### src/sv/circular_deque_top_defines.svh
// circular_deque_top_defines.svh: assertion macros for the deque block
// no dependencies; included by circular_deque_top
`ifndef CIRCULAR_DEQUE_TOP_DEFINES_SVH
`define CIRCULAR_DEQUE_TOP_DEFINES_SVH

`ifndef SYNTH

// property that must hold at every clock edge out of reset
`define CDQ_ASSERT_NOW(label, clk, rst_n, prop) \
	label: assert property (@(posedge clk) disable iff (!rst_n) (prop)) \
		else $error("deque check failed");

// antecedent this cycle implies consequent on the next cycle
`define CDQ_ASSERT_NEXT(label, clk, rst_n, ante, cons) \
	label: assert property (@(posedge clk) disable iff (!rst_n) (ante) |=> (cons)) \
		else $error("deque check failed");

`else

`define CDQ_ASSERT_NOW(label, clk, rst_n, prop)
`define CDQ_ASSERT_NEXT(label, clk, rst_n, ante, cons)

`endif

`endif

### src/sv/cdq_pkg.sv
// cdq_pkg: request and status codes and the cell control struct
// no dependencies; used by cdq_cell and circular_deque_top
package cdq_pkg;

	typedef enum logic [1:0] {
		MODE_PUSH_FRONT = 2'd0,
		MODE_PUSH_REAR  = 2'd1,
		MODE_POP_FRONT  = 2'd2,
		MODE_POP_REAR   = 2'd3
	} mode_t;

	typedef enum logic [1:0] {
		ST_DONE  = 2'd0,
		ST_FULL  = 2'd1,
		ST_EMPTY = 2'd2
	} status_t;

	localparam int COUNT_OUT_W = 4;

	// shift and edit commands, at most one high, broadcast to every cell
	typedef struct packed {
		logic push_front;
		logic push_rear;
		logic pop_front;
		logic pop_rear;
	} dq_ctl_t;

endpackage

### src/sv/cdq_cell.sv
// cdq_cell: one slot of the deque shift row, with its occupied flag
// depends on cdq_pkg
module cdq_cell #(
	parameter int DATA_WIDTH = 32
) (
	input  logic                   clk,
	input  logic                   arst_n,
	input  cdq_pkg::dq_ctl_t       ctl,
	input  logic [DATA_WIDTH-1:0]  push_word,
	input  logic [DATA_WIDTH-1:0]  left_word,
	input  logic                   left_valid,
	input  logic [DATA_WIDTH-1:0]  right_word,
	input  logic                   right_valid,
	output logic [DATA_WIDTH-1:0]  word,
	output logic                   valid,
	output logic                   last
);
	import cdq_pkg::*;

	logic [DATA_WIDTH-1:0] word_q;
	logic                  valid_q;
	logic                  rear_slot;

	// first empty cell takes a rear push
	assign rear_slot = !valid_q && left_valid;

	always_ff @(posedge clk or negedge arst_n) begin
		if (!arst_n) begin
			valid_q <= 1'b0;
		end else if (ctl.push_front) begin
			valid_q <= left_valid;
		end else if (ctl.pop_front) begin
			valid_q <= right_valid;
		end else if (ctl.push_rear && rear_slot) begin
			valid_q <= 1'b1;
		end else if (ctl.pop_rear && last) begin
			valid_q <= 1'b0;
		end
	end

	always_ff @(posedge clk) begin
		if (ctl.push_front) begin
			word_q <= left_word;
		end else if (ctl.pop_front) begin
			word_q <= right_word;
		end else if (ctl.push_rear && rear_slot) begin
			word_q <= push_word;
		end
	end

	assign word  = word_q;
	assign valid = valid_q;
	assign last  = valid_q && !right_valid;

endmodule

### src/sv/circular_deque_top.sv
// circular_deque_top: double-ended queue built as a row of shifting cells
// depends on cdq_pkg, cdq_cell and circular_deque_top_defines.svh
//
// Usage: a request (mode, data_in) is transferred at a rising edge with
// start high and busy low. busy stays low, so a request may be issued
// every cycle. Pushes and pops at the front shift the whole cell row by
// one place; a rear push writes the first empty cell, a rear pop clears
// the last occupied one, all in the cycle of the request.
// The result (status, data_out, count_after) appears in the cycle after the
// request for exactly one cycle, marked by done. Throughput 1 request per
// cycle, set by the single update of the cell row.
// A push into a full deque returns status full, a pop from an empty deque
// returns status empty; neither changes the contents. data_out is zero
// except for a successful pop.
// The receiver cannot stall; each result is transferred in its done cycle.
// Reset clears all occupied flags and the count: the deque starts empty.
`include "circular_deque_top_defines.svh"

module circular_deque_top #(
	parameter int DEPTH      = 8,
	parameter int DATA_WIDTH = 32
) (
	input  logic                                 clk,
	input  logic                                 arst_n,
	input  logic                                 start,
	output logic                                 busy,
	input  logic [1:0]                           mode,
	input  logic signed [DATA_WIDTH-1:0]         data_in,
	output logic                                 done,
	output logic [1:0]                           status,
	output logic signed [DATA_WIDTH-1:0]         data_out,
	output logic [cdq_pkg::COUNT_OUT_W-1:0]      count_after
);
	import cdq_pkg::*;

	localparam int CW = $clog2(DEPTH + 1);

	logic                  accept;
	logic                  is_push;
	logic                  full;
	logic                  empty;
	dq_ctl_t               ctl;
	logic [CW-1:0]         count_q;
	logic [CW-1:0]         count_next;
	status_t               status_next;
	logic [DATA_WIDTH-1:0] pop_word;
	logic [DATA_WIDTH-1:0] rear_word;

	logic [DATA_WIDTH-1:0] cell_word [DEPTH];
	logic [DEPTH-1:0]      cell_valid;
	logic [DEPTH-1:0]      cell_last;

	logic                  done_q;
	status_t               status_q;
	logic [DATA_WIDTH-1:0] data_out_q;
	logic [CW-1:0]         count_out_q;

	assign busy   = 1'b0;
	assign accept = start && !busy;
	assign is_push = (mode == MODE_PUSH_FRONT) || (mode == MODE_PUSH_REAR);
	assign full   = (count_q == CW'(DEPTH));
	assign empty  = (count_q == '0);

	always_comb begin
		ctl.push_front = accept && (mode == MODE_PUSH_FRONT) && !full;
		ctl.push_rear  = accept && (mode == MODE_PUSH_REAR) && !full;
		ctl.pop_front  = accept && (mode == MODE_POP_FRONT) && !empty;
		ctl.pop_rear   = accept && (mode == MODE_POP_REAR) && !empty;
	end

	genvar i;
	generate
		for (i = 0; i < DEPTH; i++) begin : g_cell
			logic [DATA_WIDTH-1:0] lw;
			logic                  lv;
			logic [DATA_WIDTH-1:0] rw;
			logic                  rv;
			if (i == 0) begin : g_first
				assign lw = data_in;
				assign lv = 1'b1;
			end else begin : g_mid_l
				assign lw = cell_word[i-1];
				assign lv = cell_valid[i-1];
			end
			if (i == DEPTH - 1) begin : g_end
				assign rw = '0;
				assign rv = 1'b0;
			end else begin : g_mid_r
				assign rw = cell_word[i+1];
				assign rv = cell_valid[i+1];
			end
			cdq_cell #(
				.DATA_WIDTH(DATA_WIDTH)
			) u_cell (
				.clk        (clk),
				.arst_n     (arst_n),
				.ctl        (ctl),
				.push_word  (data_in),
				.left_word  (lw),
				.left_valid (lv),
				.right_word (rw),
				.right_valid(rv),
				.word       (cell_word[i]),
				.valid      (cell_valid[i]),
				.last       (cell_last[i])
			);
		end
	endgenerate

	// and-or select of the last occupied cell
	always_comb begin
		rear_word = '0;
		for (int k = 0; k < DEPTH; k++) begin
			rear_word = rear_word | (cell_word[k] & {DATA_WIDTH{cell_last[k]}});
		end
	end

	always_comb begin
		count_next  = count_q;
		status_next = ST_DONE;
		pop_word    = '0;
		if (is_push) begin
			if (full) begin
				status_next = ST_FULL;
			end else begin
				count_next = count_q + CW'(1);
			end
		end else begin
			if (empty) begin
				status_next = ST_EMPTY;
			end else begin
				count_next = count_q - CW'(1);
				pop_word   = (mode == MODE_POP_FRONT) ? cell_word[0] : rear_word;
			end
		end
	end

	always_ff @(posedge clk or negedge arst_n) begin
		if (!arst_n) begin
			count_q <= '0;
			done_q  <= 1'b0;
		end else begin
			done_q <= accept;
			if (accept) begin
				count_q <= count_next;
			end
		end
	end

	always_ff @(posedge clk) begin
		if (accept) begin
			status_q    <= status_next;
			data_out_q  <= pop_word;
			count_out_q <= count_next;
		end
	end

	assign done        = done_q;
	assign status      = status_q;
	assign data_out    = data_out_q;
	assign count_after = COUNT_OUT_W'(count_out_q);

	`CDQ_ASSERT_NEXT(a_result_follows, clk, arst_n, accept, done)
	`CDQ_ASSERT_NEXT(a_no_spurious_result, clk, arst_n, !accept, !done)
	`CDQ_ASSERT_NOW(a_count_matches_cells, clk, arst_n, $countones(cell_valid) == count_q)
	`CDQ_ASSERT_NOW(a_cells_packed, clk, arst_n, (cell_valid & (cell_valid + DEPTH'(1))) == '0)

endmodule

### config.mk
export PLATFORM = sky130hd
export DESIGN_NAME = circular_deque_top
export DESIGN_NICKNAME = d
export VERILOG_FILES = /design/src/sv/cdq_pkg.sv /design/src/sv/cdq_cell.sv /design/src/sv/circular_deque_top.sv
export VERILOG_INCLUDE_DIRS = /design/src /design/src/sv
export SDC_FILE = /design/constraint.sdc
export NUM_CORES = 1
export LEC_CHECK = 0
export BUFFER_PORTS_ARGS = -buffer_cell sky130_fd_sc_hd__buf_2
export CORE_ASPECT_RATIO = 0.7
export CORE_UTILIZATION = 55
export DETAILED_ROUTE_END_ITERATION = 8
export PLACE_DENSITY = 0.73
export SYNTH_ARGS = -nofsm -noshare
export SYNTH_HDL_FRONTEND = slang
export SYNTH_SLANG_ARGS = --single-unit
### constraint.sdc
create_clock -name clk -period 7.7 [get_ports clk]
set_input_delay 0.77 -clock clk [delete_from_list [all_inputs] [get_ports clk]]
set_output_delay 0.77 -clock clk [all_outputs]
set_load 0.01 [all_outputs]
== Yosys cells after proc, flatten, opt, wreduce, memory -nomap -nowiden ==
Index checks and enable logic that the tools add are counted.

* Bits of input ports: 37
* Bits in registers: 307
* Word-level logic and storage cells: 166

* Eq/ne operators: 4
* Bitwise operators: 15
* Mux-type cells: 63
* Reductions and logical operators: 61
* Add/sub/neg operators: 2

{| class="wikitable"
|+ Operator list
! cell !! number
|-
| 32-bit 2-to-1 mux || 25
|-
| 32-bit AND || 8
|-
| 32-bit OR || 7
|-
| 1-bit 2-to-1 mux || 33
|-
| 4-bit nonzero test || 8
|-
| 1-bit logical AND || 31
|-
| 3-bit nonzero test || 8
|-
| 4-bit 2-to-1 mux || 3
|-
| 1-bit zero test || 10
|-
| 4-bit by 1-bit adder with 4-bit output (second input constant) || 1
|-
| 2-bit equality test (second input constant) || 2
|-
| 4-bit equality test (second input constant) || 1
|-
| 4-bit zero test || 1
|-
| 2-bit 2-to-1 mux || 2
|-
| 4-bit by 1-bit subtractor with 4-bit output (second input constant) || 1
|-
| 2-bit by 1-bit equality test with 1-bit output (second input constant) || 1
|-
| 2-bit zero test || 1
|-
| 2-bit OR reduction || 1
|-
| 1-bit logical OR || 1
|}

== Longest topological paths before layout ==
* Depth after elaboration: 11
* Mapped depth: 11
* Gate-level depth less buffers: 6

== Cells and area by module ==
Synthesis repeated with hierarchy kept, for this count alone.

* Cell total of the unflattened synthesis: 1483
* Area, all modules: 17003.8 um^2

{| class="wikitable"
|+ Modules (own cells, without submodules)
! module !! cells an instance !! instances !! seq. area each (um^2) !! area an instance (um^2)
|-
| cdq_cell || 149 || 8 || 985.9 || 1745.4
|-
| circular_deque_top || 291 || 1 || 1266.2 || 3040.4
|}

== Worst setup path before layout ==
No wires, ideal clock.

* Path type: register -> register
* Start point: register count_q[0]
* End point: register g_cell[3].u_cell.word_q[0] (enable)
* Arrival time: 3963 ps
* Library setup time: 470 ps
* Data required time: 7230 ps
* Setup slack: 3267 ps
* Cell stages (with the launch flop): 8
* Period minus slack after synthesis: 4433 ps
* Cells stage by stage: dfrtp_1 > clkbuf_1 > inv_1 > ha_1 > and3b_4 > nor2_1 > nand2_1 > o31ai_1

* Longest elaborated chain between the ends: 5

{| class="wikitable"
|+ RTL lines
! what !! RTL line !! source
|-
| start: declaration || circular_deque_top.sv:43 || <nowiki>logic [CW-1:0] count_q;</nowiki>
|-
| start signal: assignment || circular_deque_top.sv:145 || <nowiki>count_q <= count_next;</nowiki>
|-
| 4-bit equality test || circular_deque_top.sv:61 || <nowiki>assign full = (count_q == CW'(DEPTH));</nowiki>
|-
| 1-bit zero test || circular_deque_top.sv:65, circular_deque_top.sv:66 ||
|-
| 1-bit logical AND || circular_deque_top.sv:66 || <nowiki>ctl.push_rear = accept && (mode == MODE_PUSH_REAR) && !full;</nowiki>
|-
| 1-bit logical AND || cdq_cell.sv:46 || <nowiki>end else if (ctl.push_rear && rear_slot) begin</nowiki>
|-
| 3-bit nonzero test (no source line) (*) || n/a ||
|-
| end signal: assignment || cdq_cell.sv:43 || <nowiki>word_q <= left_word;</nowiki>
|-
| end signal: assignment || cdq_cell.sv:45 || <nowiki>word_q <= right_word;</nowiki>
|-
| end signal: assignment || cdq_cell.sv:47 || <nowiki>word_q <= push_word;</nowiki>
|-
| end: declaration || cdq_cell.sv:20 || <nowiki>logic [DATA_WIDTH-1:0] word_q;</nowiki>
|}

Mark *: on every way between the ends. The rest lies on a longest branch, timed or not.
A chain may end at the register's enable or synchronous reset.

== Final worst setup path ==
* Start point: register count_q[0]
* End point: register g_cell[3].u_cell.word_q[2] (enable)

Same word-level chain as after synthesis.

==> metrics.txt <==
Top delay family on crit path=simple AND/OR/NAND/NOR gates; DR vias=10.9k; CTS Buffer Depth=3; area of the core=27200 um^2; Syn-to-layout area delta=8.07%; CTS buffer count=29; grt total ovfl=0; hpwl dp=21600 um; CP required=7.93 ns; ys async rst share=0.0423; outcome=complete, no violations; Synth Instances=1174; number of synthesized flops with an enable pin=294; RD Place Congestion=0.778; cts repair resizes=0; fin. max-slew vios=0; critical path class=flop to flop; die height=142 um; Die Wd=202 um; most frequent cells in the layout=edfxtp_1 (294), a221o_1 (193), nand2_1 (139); largest area contributor in the netlist=edfxtp_1; die outline area=28800 um^2; Hold Buf Count CTS=0; I/O pins=77; synthesized area=15400 um^2; largest net degree at the start of global routing=227; top cell type's share of synthesized area=0.572; Routed Antenna Nets=0; first-pass GRT wire length=61500 um; CP startpoint kind=flop; dpl cells=1488; Period minus WS final=4.18 ns; commonest non-fill, non-tap cell in the layout=edfxtp_1; Distinct cells, synth=49; Final Cycle Share=0.543; Post-synth top flop=edfxtp_1; RSZ-0062 raised after global routing=false; initial core utilization=0.569; f_max=239 MHz; DR WL/cell=26.0 um; Rows=50; WP buf/inv=2; Cell Chain, Critical Path=inv_1 -> ha_1 -> and3b_4 -> nor2_1 -> nand2_1 -> o31ai_4 -> buf_4; peak supply drop=208 uV; Pre-antenna DRT Iters=6; vias in the first global route=10.2k; Via density=7.08; Pwr per Cell Area=307 nW/um^2; crit path DAT=4.41 ns; DRC=0; CTS root buf=clkbuf_16; n_diodes=0; Routed WL=40000 um; syn avg cell area=13.2 um^2; Hold Vio Cnt, Final=0; Leak Pwr=5.95 nW; CTS tree=done; CP max stage cell=o31ai_4; DR iter-0 viols=1233; fraction of layout cells with a size suffix above 1=0.169; fin area=16700 um^2; syn nets=1213; DP Area=15700 um^2; Ys Warns=0; WHS=0.0946 ns; Post-layout nets=1194; Slew @ Worst Pin=1.05 ns; Max stage delay on crit path=0.86 ns; crit-path max FO=20; Worst Skew=0.0167 ns; Synth area leaders=edfxtp_1 (57%), a221o_1 (13%), nand3b_1 (4.6%), nand2_1 (3.4%), buf_6 (2.6%); Post-CTS Setup Inserts=0; critical path endpoint category=flop; post-synthesis sequential area ratio=0.593; total track usage=0.280; initial antenna violation count=0; Hold Path Class=primary input to async pin; Worst-path clk slew=0.07 ns; Max-slew headroom=0.299; #FFs+latches synth=307; Layout Utilization=0.615; clock sink total=307; Post-Route Setup TNS=0 ns; H-Tree Depth=1; setup violators final=0; IO buf count=75; Worst-Skew Late Latency=0.57 ns; Finished Layout Cells=1540; max_cap viols=0
==> flip-flops by register name, indices dropped and copies added, names as in the netlist <==
signal and count:
status 2, count_q 4, done 1, g_cell.u_cell.valid 8, g_cell.u_cell.word 256, data_out 32
count_after 4
==> metrics by stage <==
step / setup slack [ns] / power, mW
2_1_floorplan: 3.27 / 3.22
3_3_place_gp: 3.17 / 3.61
3_5_place_dp: 3.03 / 3.63
4_1_cts: 3.49 / 5.13
5_1_grt: 3.19 / 5.31
6_report: 3.52 / 5.13
==> synth_stat cells (2+ instances only) <==
library cell and instances:
a21oi_1 6, o2bb2ai_1 35, and3_4 29, buf_2 28, nand3b_1 95, clkbuf_1 75
o21ai_0 10, a31oi_1 3, dfrtp_1 13, nand2b_1 5, nor3_1 3, a22oi_1 5
nor2_1 8, ha_1 2, nand4_1 31, and3b_1 3, a21o_1 33, xnor2_1 2
o31ai_1 2, nor2b_1 7, edfxtp_1 294, nand2_1 139, or2b_1 2, a21boi_0 4
buf_1 4, a211oi_1 33, inv_1 9, buf_4 4, nand3_1 7, a221o_1 193
a22o_1 34, and3_1 4, buf_6 36
==> per-layer routing <==
metal | track usage | vias to the layer above | wire length (um)
met5 | 0 | - | 0
li1 | - | 4756 | -
met3 | 0.0444 | 92 | 4070
met2 | 0.419 | 670 | 17800
met4 | 0.0847 | 0 | 1130
met1 | 0.420 | 5379 | 17000
==> path summary, 6_finish.rpt <==
| path | startpoint | endpoint | slack [ns] | cells after the start |
|---|---|---|---|---|
| setup reg to reg | count_q[0] | g_cell[3].u_cell.word[2] | 3.52 | 7 |
| setup / recovery | count_q[0] | g_cell[3].u_cell.word[2] | 3.52 | 7 |
| hold reg to reg | g_cell[0].u_cell.word[4] | data_out[4] | 0.56 | 1 |
| hold / removal | arst_n | count_q[2] | 0.09 | 1 |
| min in group clk | data_in[7] | g_cell[0].u_cell.word[7] | 0.48 | 3 |
| max in group asynchronous | arst_n | g_cell[7].u_cell.valid | 7.33 | 1 |
==> power breakdown <==
part / internal (mW) / switching (mW)
clock: 0.855 / 0.648
combinational: 0.481 / 0.759
sequential: 2.16 / 0.224
total: 3.50 / 1.63
==> layout make-up <==
cell class	instances	area, um^2
well taps	364	455
inverters	9	33.8
repair buffers	97	553
clock buffers	29	726
flip-flops and latches	307	9160
fillers	2080	10500
multi-input cells	711	5520
clock inverters	23	251
==> worst reg2reg max path: stages (launching register included) <==
cell     delay, ns
dfrtp_1       0.51
inv_1         0.08
ha_1          0.29
and3b_4       0.25
nor2_1        0.70
nand2_1       0.69
o31ai_4       0.87
buf_4         0.46
==> logic make-up (layout without fill, tap and decap cells) <==
family / after synthesis / in the layout / synth area share
mux: 1 / 1 / 0.000729
simple gates: 341 / 341 / 0.133
flops: 307 / 307 / 0.593
other cells: 1 / 1 / 0.000243
fa+ha+maj: 2 / 2 / 0.00162
buf+inv: 156 / 158 / 0.0587
xor+xnor: 2 / 2 / 0.00113
compound gates: 364 / 364 / 0.212
Power figures use the tool's default switching activity.
